[src/rtl/cfc_pkg.sv]
// Shared types and constants for the chunk frustum culling block.
// No dependencies; imported by the top level and its port checker.
package cfc_pkg;

   localparam int CHUNK_WIDTH_DEF     = 16;
   localparam int SUBCHUNK_HEIGHT_DEF = 16;
   localparam int SUBCHUNK_COUNT_DEF  = 8;
   localparam int COLUMN_HEIGHT_DEF   = 128;

   localparam int PLANES  = 6;
   localparam int PIDX_W  = 3;
   localparam int COEF_W  = 32;
   localparam int CHUNK_W = 16;
   localparam int MASK_W  = 8;

   // request word layout, lowest bit first
   localparam int PIX_LSB  = 0;
   localparam int CA_LSB   = PIX_LSB + PIDX_W;
   localparam int CB_LSB   = CA_LSB + COEF_W;
   localparam int CC_LSB   = CB_LSB + COEF_W;
   localparam int CD_LSB   = CC_LSB + COEF_W;
   localparam int CX_LSB   = CD_LSB + COEF_W;
   localparam int CZ_LSB   = CX_LSB + CHUNK_W;
   localparam int MSK_LSB  = CZ_LSB + CHUNK_W;
   localparam int REQ_BITS = MSK_LSB + MASK_W;
   localparam int REQ_TDATA_W = ((REQ_BITS + 7) / 8) * 8;
   localparam int REQ_TUSER_W = 1;

   // response word layout
   localparam int VIS_LSB  = 0;
   localparam int COL_BIT  = VIS_LSB + MASK_W;
   localparam int RSP_TDATA_W = ((COL_BIT + 1 + 7) / 8) * 8;

   localparam logic OP_LOAD = 1'b0;
   localparam logic OP_TEST = 1'b1;

   typedef enum logic [6:0] {
      ST_IDLE = 7'b0000001,
      ST_MX   = 7'b0000010,
      ST_MZ   = 7'b0000100,
      ST_AXZ  = 7'b0001000,
      ST_MY   = 7'b0010000,
      ST_CMP  = 7'b0100000,
      ST_OUT  = 7'b1000000
   } state_type;

endpackage

[src/rtl/chunk_frustum_culling_top.sv]
// A plane load gives no response word. A column test computes, for each plane in turn, the
// x/z terms on the shared multiplier (ST_MX, ST_MZ, ST_AXZ), then runs ST_MY and ST_CMP per
// plane for each box (column, then each occupied subchunk), leaving a box at its first failing
// plane.
// Throughput: one test at a time; req_tready is high only in ST_IDLE.
// Reset: synchronous, clears control and response valid; planes are undefined until loaded.
module chunk_frustum_culling_top #(
   parameter int CHUNK_WIDTH     = cfc_pkg::CHUNK_WIDTH_DEF,
   parameter int SUBCHUNK_HEIGHT = cfc_pkg::SUBCHUNK_HEIGHT_DEF,
   parameter int SUBCHUNK_COUNT  = cfc_pkg::SUBCHUNK_COUNT_DEF,
   parameter int COLUMN_HEIGHT   = cfc_pkg::COLUMN_HEIGHT_DEF
) (
   input  logic                              clock,
   input  logic                              reset,
   input  logic                              req_tvalid,
   output logic                              req_tready,
   // plane_index, coef_a, coef_b, coef_c, coef_d, chunk_x, chunk_z, subchunk_mask
   input  logic [cfc_pkg::REQ_TDATA_W-1:0]   req_tdata,
   // op
   input  logic [cfc_pkg::REQ_TUSER_W-1:0]   req_tuser,
   output logic                              rsp_tvalid,
   input  logic                              rsp_tready,
   // visible_mask, column_visible
   output logic [cfc_pkg::RSP_TDATA_W-1:0]   rsp_tdata
);
   import cfc_pkg::*;

   localparam int CRD_W = 18 + $clog2(CHUNK_WIDTH);
   localparam int PRD_W = COEF_W + CRD_W;
   localparam int SUM_W = PRD_W + 2;

   logic signed [COEF_W-1:0] plane_x_coef_ff [PLANES];
   logic signed [COEF_W-1:0] plane_y_coef_ff [PLANES];
   logic signed [COEF_W-1:0] plane_z_coef_ff [PLANES];
   logic signed [COEF_W-1:0] plane_offset_ff [PLANES];
   logic signed [SUM_W-1:0]  part_ff [PLANES];

   state_type               state_ff, state_in;
   logic [PIDX_W-1:0]       plane_ff, plane_in;
   logic signed [CRD_W-1:0] x0_ff, x0_in, x1_ff, x1_in, z0_ff, z0_in, z1_ff, z1_in;
   logic [MASK_W-1:0]       pend_ff, pend_in, vis_ff, vis_in;
   logic [2:0]              sub_ff, sub_in;
   logic                    col_phase_ff, col_phase_in, col_ff, col_in;
   logic signed [SUM_W-1:0] prod_ff, prod_in, acc_ff, acc_in;
   logic                    rsp_tvalid_ff, rsp_tvalid_in;
   logic [RSP_TDATA_W-1:0]  rsp_tdata_ff, rsp_tdata_in;

   logic                    accept, part_we, sum_neg, pass_box;
   logic [PIDX_W-1:0]       f_pidx;
   logic signed [CHUNK_W-1:0] f_cx, f_cz;
   logic signed [CRD_W-1:0] cx_ext, cz_ext, y0, y1, sub_y0;
   logic signed [COEF_W-1:0] mul_coef;
   logic signed [CRD_W-1:0] mul_crd;
   logic signed [PRD_W-1:0] mul_prd;
   logic signed [SUM_W-1:0] sum;
   logic [2:0]              nxt_idx;
   logic                    last_plane;

   assign req_tready = (state_ff == ST_IDLE);
   assign accept     = req_tvalid && req_tready;
   assign rsp_tvalid = rsp_tvalid_ff;
   assign rsp_tdata  = rsp_tdata_ff;

   assign f_pidx = req_tdata[PIX_LSB +: PIDX_W];
   assign f_cx   = req_tdata[CX_LSB +: CHUNK_W];
   assign f_cz   = req_tdata[CZ_LSB +: CHUNK_W];
   assign cx_ext = CRD_W'(f_cx);
   assign cz_ext = CRD_W'(f_cz);

   assign sub_y0 = CRD_W'(sub_ff) * CRD_W'(SUBCHUNK_HEIGHT);
   assign y0     = col_phase_ff ? CRD_W'(0) : sub_y0;
   assign y1     = col_phase_ff ? CRD_W'(COLUMN_HEIGHT) : sub_y0 + CRD_W'(SUBCHUNK_HEIGHT);

   assign last_plane = (plane_ff == PIDX_W'(PLANES - 1));
   assign sum        = part_ff[plane_ff] + prod_ff;
   assign sum_neg    = sum[SUM_W-1];
   assign pass_box   = !sum_neg;
   assign part_we    = (state_ff == ST_AXZ);

   // shared multiplier
   always_comb begin
      mul_coef = plane_y_coef_ff[plane_ff];
      mul_crd  = plane_y_coef_ff[plane_ff][COEF_W-1] ? y0 : y1;
      if (state_ff == ST_MX) begin
         mul_coef = plane_x_coef_ff[plane_ff];
         mul_crd  = plane_x_coef_ff[plane_ff][COEF_W-1] ? x0_ff : x1_ff;
      end else if (state_ff == ST_MZ) begin
         mul_coef = plane_z_coef_ff[plane_ff];
         mul_crd  = plane_z_coef_ff[plane_ff][COEF_W-1] ? z0_ff : z1_ff;
      end
   end

   assign mul_prd = mul_coef * mul_crd;

   always_comb begin
      nxt_idx = '0;
      for (int k = MASK_W - 1; k >= 0; k--) begin
         if (pend_ff[k]) begin
            nxt_idx = 3'(k);
         end
      end
   end

   always_comb begin
      state_in      = state_ff;
      plane_in      = plane_ff;
      x0_in         = x0_ff;
      x1_in         = x1_ff;
      z0_in         = z0_ff;
      z1_in         = z1_ff;
      pend_in       = pend_ff;
      vis_in        = vis_ff;
      sub_in        = sub_ff;
      col_phase_in  = col_phase_ff;
      col_in        = col_ff;
      prod_in       = prod_ff;
      acc_in        = acc_ff;
      rsp_tvalid_in = rsp_tvalid_ff && !rsp_tready;
      rsp_tdata_in  = rsp_tdata_ff;
      unique case (state_ff)
         ST_IDLE: begin
            if (accept && req_tuser[0] == OP_TEST) begin
               x0_in = cx_ext * CRD_W'(CHUNK_WIDTH);
               x1_in = cx_ext * CRD_W'(CHUNK_WIDTH) + CRD_W'(CHUNK_WIDTH);
               z0_in = cz_ext * CRD_W'(CHUNK_WIDTH);
               z1_in = cz_ext * CRD_W'(CHUNK_WIDTH) + CRD_W'(CHUNK_WIDTH);
               for (int k = 0; k < MASK_W; k++) begin
                  pend_in[k] = req_tdata[MSK_LSB + k] && (k < SUBCHUNK_COUNT);
               end
               vis_in       = '0;
               col_in       = 1'b0;
               col_phase_in = 1'b1;
               sub_in       = '0;
               plane_in     = '0;
               state_in     = ST_MX;
            end
         end
         ST_MX: begin
            prod_in  = SUM_W'(mul_prd);
            state_in = ST_MZ;
         end
         ST_MZ: begin
            acc_in   = prod_ff + SUM_W'(plane_offset_ff[plane_ff]);
            prod_in  = SUM_W'(mul_prd);
            state_in = ST_AXZ;
         end
         ST_AXZ: begin
            if (last_plane) begin
               plane_in = '0;
               state_in = ST_MY;
            end else begin
               plane_in = plane_ff + 1'b1;
               state_in = ST_MX;
            end
         end
         ST_MY: begin
            prod_in  = SUM_W'(mul_prd);
            state_in = ST_CMP;
         end
         ST_CMP: begin
            if (pass_box && !last_plane) begin
               plane_in = plane_ff + 1'b1;
               state_in = ST_MY;
            end else begin
               // box finished: record verdict, pick the next occupied subchunk
               if (col_phase_ff) begin
                  col_in = pass_box;
               end else begin
                  vis_in[sub_ff] = pass_box;
               end
               plane_in     = '0;
               col_phase_in = 1'b0;
               if ((col_phase_ff && !pass_box) || pend_ff == '0) begin
                  state_in = ST_OUT;
               end else begin
                  sub_in           = nxt_idx;
                  pend_in[nxt_idx] = 1'b0;
                  state_in         = ST_MY;
               end
            end
         end
         ST_OUT: begin
            if (!rsp_tvalid_ff || rsp_tready) begin
               rsp_tvalid_in = 1'b1;
               rsp_tdata_in  = '0;
               rsp_tdata_in[VIS_LSB +: MASK_W] = vis_ff;
               rsp_tdata_in[COL_BIT]           = col_ff;
               state_in      = ST_IDLE;
            end
         end
         default: begin
            state_in = ST_IDLE;
         end
      endcase
   end

   always_ff @(posedge clock) begin
      if (reset) begin
         state_ff      <= ST_IDLE;
         rsp_tvalid_ff <= 1'b0;
      end else begin
         state_ff      <= state_in;
         rsp_tvalid_ff <= rsp_tvalid_in;
      end
   end

   always_ff @(posedge clock) begin
      plane_ff     <= plane_in;
      x0_ff        <= x0_in;
      x1_ff        <= x1_in;
      z0_ff        <= z0_in;
      z1_ff        <= z1_in;
      pend_ff      <= pend_in;
      vis_ff       <= vis_in;
      sub_ff       <= sub_in;
      col_phase_ff <= col_phase_in;
      col_ff       <= col_in;
      prod_ff      <= prod_in;
      acc_ff       <= acc_in;
      rsp_tdata_ff <= rsp_tdata_in;
   end

   // plane store; drop loads beyond the last plane
   always_ff @(posedge clock) begin
      if (accept && req_tuser[0] == OP_LOAD && f_pidx < PIDX_W'(PLANES)) begin
         plane_x_coef_ff[f_pidx] <= req_tdata[CA_LSB +: COEF_W];
         plane_y_coef_ff[f_pidx] <= req_tdata[CB_LSB +: COEF_W];
         plane_z_coef_ff[f_pidx] <= req_tdata[CC_LSB +: COEF_W];
         plane_offset_ff[f_pidx] <= req_tdata[CD_LSB +: COEF_W];
      end
   end

   always_ff @(posedge clock) begin
      if (part_we) begin
         part_ff[plane_ff] <= acc_ff + prod_ff;
      end
   end

endmodule

[config.mk]
export PLATFORM = sky130hd
export DESIGN_NAME = chunk_frustum_culling_top
export DESIGN_NICKNAME = d
export VERILOG_FILES = /design/src/rtl/cfc_pkg.sv /design/src/rtl/chunk_frustum_culling_top.sv
export SDC_FILE = /design/constraint.sdc
export NUM_CORES = 2
export LEC_CHECK = 0
export BUFFER_PORTS_ARGS = -buffer_cell sky130_fd_sc_hd__buf_2
export CAP_MARGIN = 20
export CORE_ASPECT_RATIO = 0.8
export CORE_MARGIN = 2
export CORE_UTILIZATION = 40
export CTS_BUF_LIST = sky130_fd_sc_hd__clkbuf_4 sky130_fd_sc_hd__clkbuf_8
export DETAILED_ROUTE_END_ITERATION = 10
export MAX_ROUTING_LAYER = met4
export PLACE_DENSITY = 0.66
export REMOVE_ABC_BUFFERS = 1
export SYNTH_ARGS = -nofsm -noshare
export SYNTH_HDL_FRONTEND = slang
export SYNTH_SLANG_ARGS = --single-unit
[constraint.sdc]
create_clock -name clock -period 41.8 [get_ports clock]
set_clock_uncertainty 0.05 [all_clocks]
set_input_delay 2.09 -clock clock [delete_from_list [all_inputs] [get_ports clock]]
set_output_delay 2.09 -clock clock [all_outputs]
set_load 0.05 [all_outputs]
### After elaboration in Yosys (flattened, before gate mapping)

Memory sizes are Yosys's and may differ from the RTL's. A register that Yosys moved wholly into a read port is not among the register bits.
Cells that the tools add are included.

| cells by class | value |
|---|---|
| add/subtract/negate cells | 7 |
| multipliers | 1 |
| divide/modulo/power cells | 0 |
| magnitude comparators | 5 |
| equal/unequal tests | 14 |
| shift operators | 0 |
| mux-type cells | 61 |
| bitwise operators | 3 |
| reductions and logical operators | 27 |

Operator list:

| operator | count |
|---|---|
| adder 56 x 54 -> 56 bit | 2 |
| two-way mux 22 bit | 4 |
| two-way mux 32 bit | 2 |
| two-way mux 8 bit | 8 |
| adder 54 x 32 -> 55 bit | 1 |
| multiplier 32 x 22 -> 54 bit | 1 |
| two-way mux 3 bit | 18 |
| one-hot mux 7 bit (7 select lines) | 1 |
| adder 20 x 6 -> 21 bit, second input constant | 2 |
| two-way mux 7 bit | 5 |
| one-hot mux 8 bit (2 select lines) | 2 |
| two-way mux 1 bit | 13 |
| AND reduction 4 bit | 3 |
| inequality test 2 bit, second input constant | 5 |
| logical AND 1 bit | 9 |
| one-hot mux 3 bit (3 select lines) | 1 |
| adder 7 x 5 -> 8 bit, second input constant | 1 |
| bitwise AND 8 bit | 1 |
| bitwise mux 8 bit | 1 |
| zero test 8 bit | 1 |
| < comparator 3 x 4 -> 1 bit, second input constant | 2 |
| inverter 8 bit | 1 |
| AND reduction 2 bit | 4 |
| == test 7 x 1 -> 1 bit, second input constant | 1 |
| 22 further kinds | 29 |

| word-level totals | value |
|---|---|
| flip-flop bits (word level) | 227 |
| latch bits | 0 |
| RAM bits | 1104 |
| memory bits (read-only) | 0 |
| input bits | 181 |
| output and inout port bits | 18 |
| memories | 5 |

Memory list:

| memory | words | bits a word | read ports | clocked after memory_dff | wr ports | line | RTL |
|---|---|---|---|---|---|---|---|
| part_ff | 6 | 56 | 1 | 1 | 1 | chunk_frustum_culling_top.sv:36 | `logic signed [SUM_W-1:0] part_ff [PLANES];` |
| plane_offset_ff | 6 | 32 | 1 | 1 | 1 | chunk_frustum_culling_top.sv:35 | `logic signed [COEF_W-1:0] plane_offset_ff [PLANES];` |
| plane_x_coef_ff | 6 | 32 | 1 | 1 | 1 | chunk_frustum_culling_top.sv:32 | `logic signed [COEF_W-1:0] plane_x_coef_ff [PLANES];` |
| plane_y_coef_ff | 6 | 32 | 1 | 1 | 1 | chunk_frustum_culling_top.sv:33 | `logic signed [COEF_W-1:0] plane_y_coef_ff [PLANES];` |
| plane_z_coef_ff | 6 | 32 | 1 | 1 | 1 | chunk_frustum_culling_top.sv:34 | `logic signed [COEF_W-1:0] plane_z_coef_ff [PLANES];` |

### Logic depth before layout (Yosys ltp)

| logic depth | value |
|---|---|
| depth after elaboration | 17 |
| depth in mapped cells | 37 |
| gate-level depth less buffers | 32 |

### Least setup slack after synthesis

No wires, ideal clock.

| timing path | value |
|---|---|
| path type | input to register |
| start point | input port req_tuser |
| end point | memory plane_offset_ff[4][10] (enable) |
| arrival time | 14987 ps |
| path slack | 25811 ps |
| stages on the path | 2 |
| path buffers | 0 |
| cells stage by stage | nand3b_1 -> nor4b_1 |

| between the ends | value |
|---|---|
| word-level cells in the longest chain between the ends | 5 |

Ends and longest elaborated chain:

| item | line | RTL |
|---|---|---|
| start: declaration | chunk_frustum_culling_top.sv:20 | `input logic [cfc_pkg::REQ_TUSER_W-1:0] req_tuser,` |
| inverter 1 bit | chunk_frustum_culling_top.sv:225 | `if (accept && req_tuser[0] == OP_LOAD && f_pidx < PIDX_W'(PLANES)) begin` |
| logical AND 1 bit (2 in series) | chunk_frustum_culling_top.sv:225 |  |
| two-way mux 1 bit | chunk_frustum_culling_top.sv:225 |  |
| two-way mux 1 bit (implied by the code) | chunk_frustum_culling_top.sv:229 | `plane_offset_ff[f_pidx] <= req_tdata[CD_LSB +: COEF_W];` |
| end: declaration | chunk_frustum_culling_top.sv:35 |  |

No other way between the ends.

==> metrics.csv <==
metric;value;unit
status;completed;
yosysWarnings;0;
synth_cells;5589;
ys_types;87;
synth_edf_count;1256;
rsz0062_at_grt;false;
seq_area_frac_synth;50.8;%
dp_hpwl;121;mm
synth_flop_cell;edfxtp_1;
worst_pin_slew;1.26;ns
maxSlewViolCount;0;
overflow;0;
setup_slack;31.19;ns
synth_common_cells;1256 x edfxtp_1, 600 x inv_1, 555 x fa_1;
synth_top_family_by_area;adder cells;
via_count;44900;
maxCapViolations;0;
wl_per_cell;21.1;um
synth.avg_cell_area;13.4;um2
die_area;0.190;mm2
layout.nets;6887;
cts_made_buffers;208;
crit_fanout;36;
cp.arrival;11.27;ns
netSwitchingPower;1840;uW
power_frac_seq;32.4;%
powerDensity;57.2;mW/mm2
cts-resized-gates;0;
grt_use_total;19.4;%
post-route-util;44.7;%
drtPass1Iterations;6;
hold_path_depth;0;
cp-end-kind;register;
drc_errors;0;
max-slew-margin-rel;16.2;%
dp_slack;31.25;ns
fp.dieH;390;um
chipWidth;487;um
reg2reg_to;prod_ff[51];
critPathLaunchType;register;
cts_tree;built;
coreArea;0.185;mm2
ys_ff_latch;1267;
yosysTopAreaCell;edfxtp_1;
worstSetupPathType;register to register;
hold_end;rsp_tdata[3];
critical_path.max_stage_delay;0.85;ns
gp_congestion;0.939;
h-tree-depth;4;
clkPwrFrac;23.1;%
synthArstFlopShare;0;%
post-cts-setup-buffers;0;
syn-cell-area;0.0747;mm2
hold_path_class;register to register;
crit_top_cell;fa_1;
fin_crit_sh;25.4;%
synth_top_area_share;50.5;%
drt-initial-drc-count;3248;
clkTransAtPathRegs;0.06;ns
vias_per_cell;5.31;
start_util;40.4;%
port_buffers;182;
synth_fa_ha_area_share;20.3;%
p_sw_share;38.9;%
drive_gt1_share;14.1;%
synth.mux.area_fraction;8.26;%
max_freq;0.0943;GHz
cts-root-buf;clkbuf_8;
synthXorXnorAreaFrac;2.03;%
yosys-top-cells-area;edfxtp_1 50%, fa_1 15%, ha_1 5.4%, mux4_2 5.3%, inv_1 3.0%;
ios;199;
grt_start_max_net_pins;108;
setup-tns-final;0;ns
power_leakage;0.0318;uW
p_int;2890;uW
vdd_drop_max;0.0000438;V
wirelength;179;mm
worst_hold_startpoint;vis_ff[3];
min_period;10.61;ns
ant_nets;0;
grt_pass1_wl;275;mm
hold_violations;0;
critPathSlowestCell;o21ai_2;
clock_path_buffers;3;
postCtsHoldBufs;0;
r2r_slack;31.19;ns
synth_most_common_cell;edfxtp_1;
cp_data_required_time;42.46;ns
yosys.area_share.simple;7.49;%
setup_viol;0;
clock-sinks;1267;
synth_compound_area_share;6.71;%
power_frac_comb;44.6;%
antenna_found_initial;36;
area_growth_syn_to_layout;10.8;%
reg2reg_depth;27;
nFillCells;16400;
fp-row-count;141;
first_global_vias;46600;
insertion_delay;0.97;ns
## state kept, by name (all words and copies together), names as in the netlist, 50 cells and up, named ones only
register,flops
plane_y_coef_ff,192
plane_offset_ff,168
acc_ff,51
prod_ff,50
part_ff,312
plane_x_coef_ff,192
plane_z_coef_ff,192
## cells in the final DEF (no fill, tap or decap), types with 59 or more instances in the layout
cell type / synthesis / final
a21o_1: 93 / 93
a21oi_1: 281 / 280
and2_1: 79 / 79
buf_2: 82 / 182
buf_4: 18 / 81
clkbuf_4: 0 / 60
clkbuf_8: 0 / 209
edfxtp_1: 1256 / 1256
fa_1: 555 / 555
ha_1: 321 / 321
inv_1: 600 / 599
mux2i_1: 218 / 218
mux4_2: 176 / 176
nand2_1: 480 / 480
nand3_1: 60 / 59
nor2_1: 418 / 413
o21ai_0: 159 / 155
xnor2_1: 116 / 116
## worst max path at each step
stage	from	end	slack, ns	cells past startpoint
floorplan	register	prod_ff[51]	18.08	24
global placement	register	prod_ff[52]	31.24	28
detailed placement	register	prod_ff[51]	31.25	27
CTS	register	prod_ff[51]	31.23	27
global route	register	prod_ff[50]	30.74	27
finish	register	prod_ff[51]	31.19	27
## cell type report
cell class / instances / area, um2 / area share [%]
repair buffers: 266 / 1580 / 1.91
well taps: 2431 / 3040 / 3.68
clock buffers: 269 / 3330 / 4.02
inverters: 602 / 2260 / 2.73
clock inverters: 104 / 861 / 1.04
diodes: 39 / 97.6 / 0.118
flip-flops and latches: 1267 / 37900 / 45.9
multi-input cells: 3485 / 33600 / 40.6
## power groups by stage
stage	clock network, uW	registers, uW	logic (uW)
after floorplan	0	1640	1640
after global placement	0	1560	2060
after detailed placement	0	1560	2100
after CTS	1120	1530	2110
after global routing	1170	1530	2340
final	1090	1530	2110
## metrics by stage
| stage | hold WS [ns] | total power [uW] | std cells | cell area (um2) |
|---|---|---|---|---|
| 6_report | 0.404 | 4730 | 8463 | 82700 |
| 3_5_place_dp | 0.397 | 3660 | 8050 | 78400 |
| 4_1_cts | 0.404 | 4760 | 8423 | 82600 |
| 3_3_place_gp | 0.393 | 3620 | 8049 | 78400 |
| 5_1_grt | 0.419 | 5050 | 8460 | 82700 |
| 2_1_floorplan | 0.350 | 3270 | 5354 | 73600 |
## worst max-delay path: cells and delay by family, from the launching register on
family / cells / cell delay, ns
multiplexers: 1 / 0.58
flip-flops: 1 / 0.77
AO/OA/AOI/OAI: 9 / 2.69
XOR/XNOR: 1 / 0.12
buffers and inverters: 4 / 1.40
AND/OR/NAND/NOR: 4 / 0.63
adder cells (fa/ha/maj): 8 / 3.98
## per-layer routing
layer / share of wire, % / up-vias / GRT usage (%) / wire length [um]
met5: 0 / - / - / 0
met2: 46 / 1433 / 30.2 / 83000
met4: 2.4 / 0 / 5.37 / 4310
met1: 44 / 22800 / 25.7 / 78500
li1: - / 20400 / - / -
met3: 7.2 / 303 / 4.19 / 12800
## logic make-up after synthesis
logic type / after synthesis
fa+ha+maj: 876
compound gates: 776
xor+xnor: 173
buf+inv: 843
other cells: 1
mux: 396
simple gates: 1257
flops: 1267
Power figures use the tool's default switching activity.
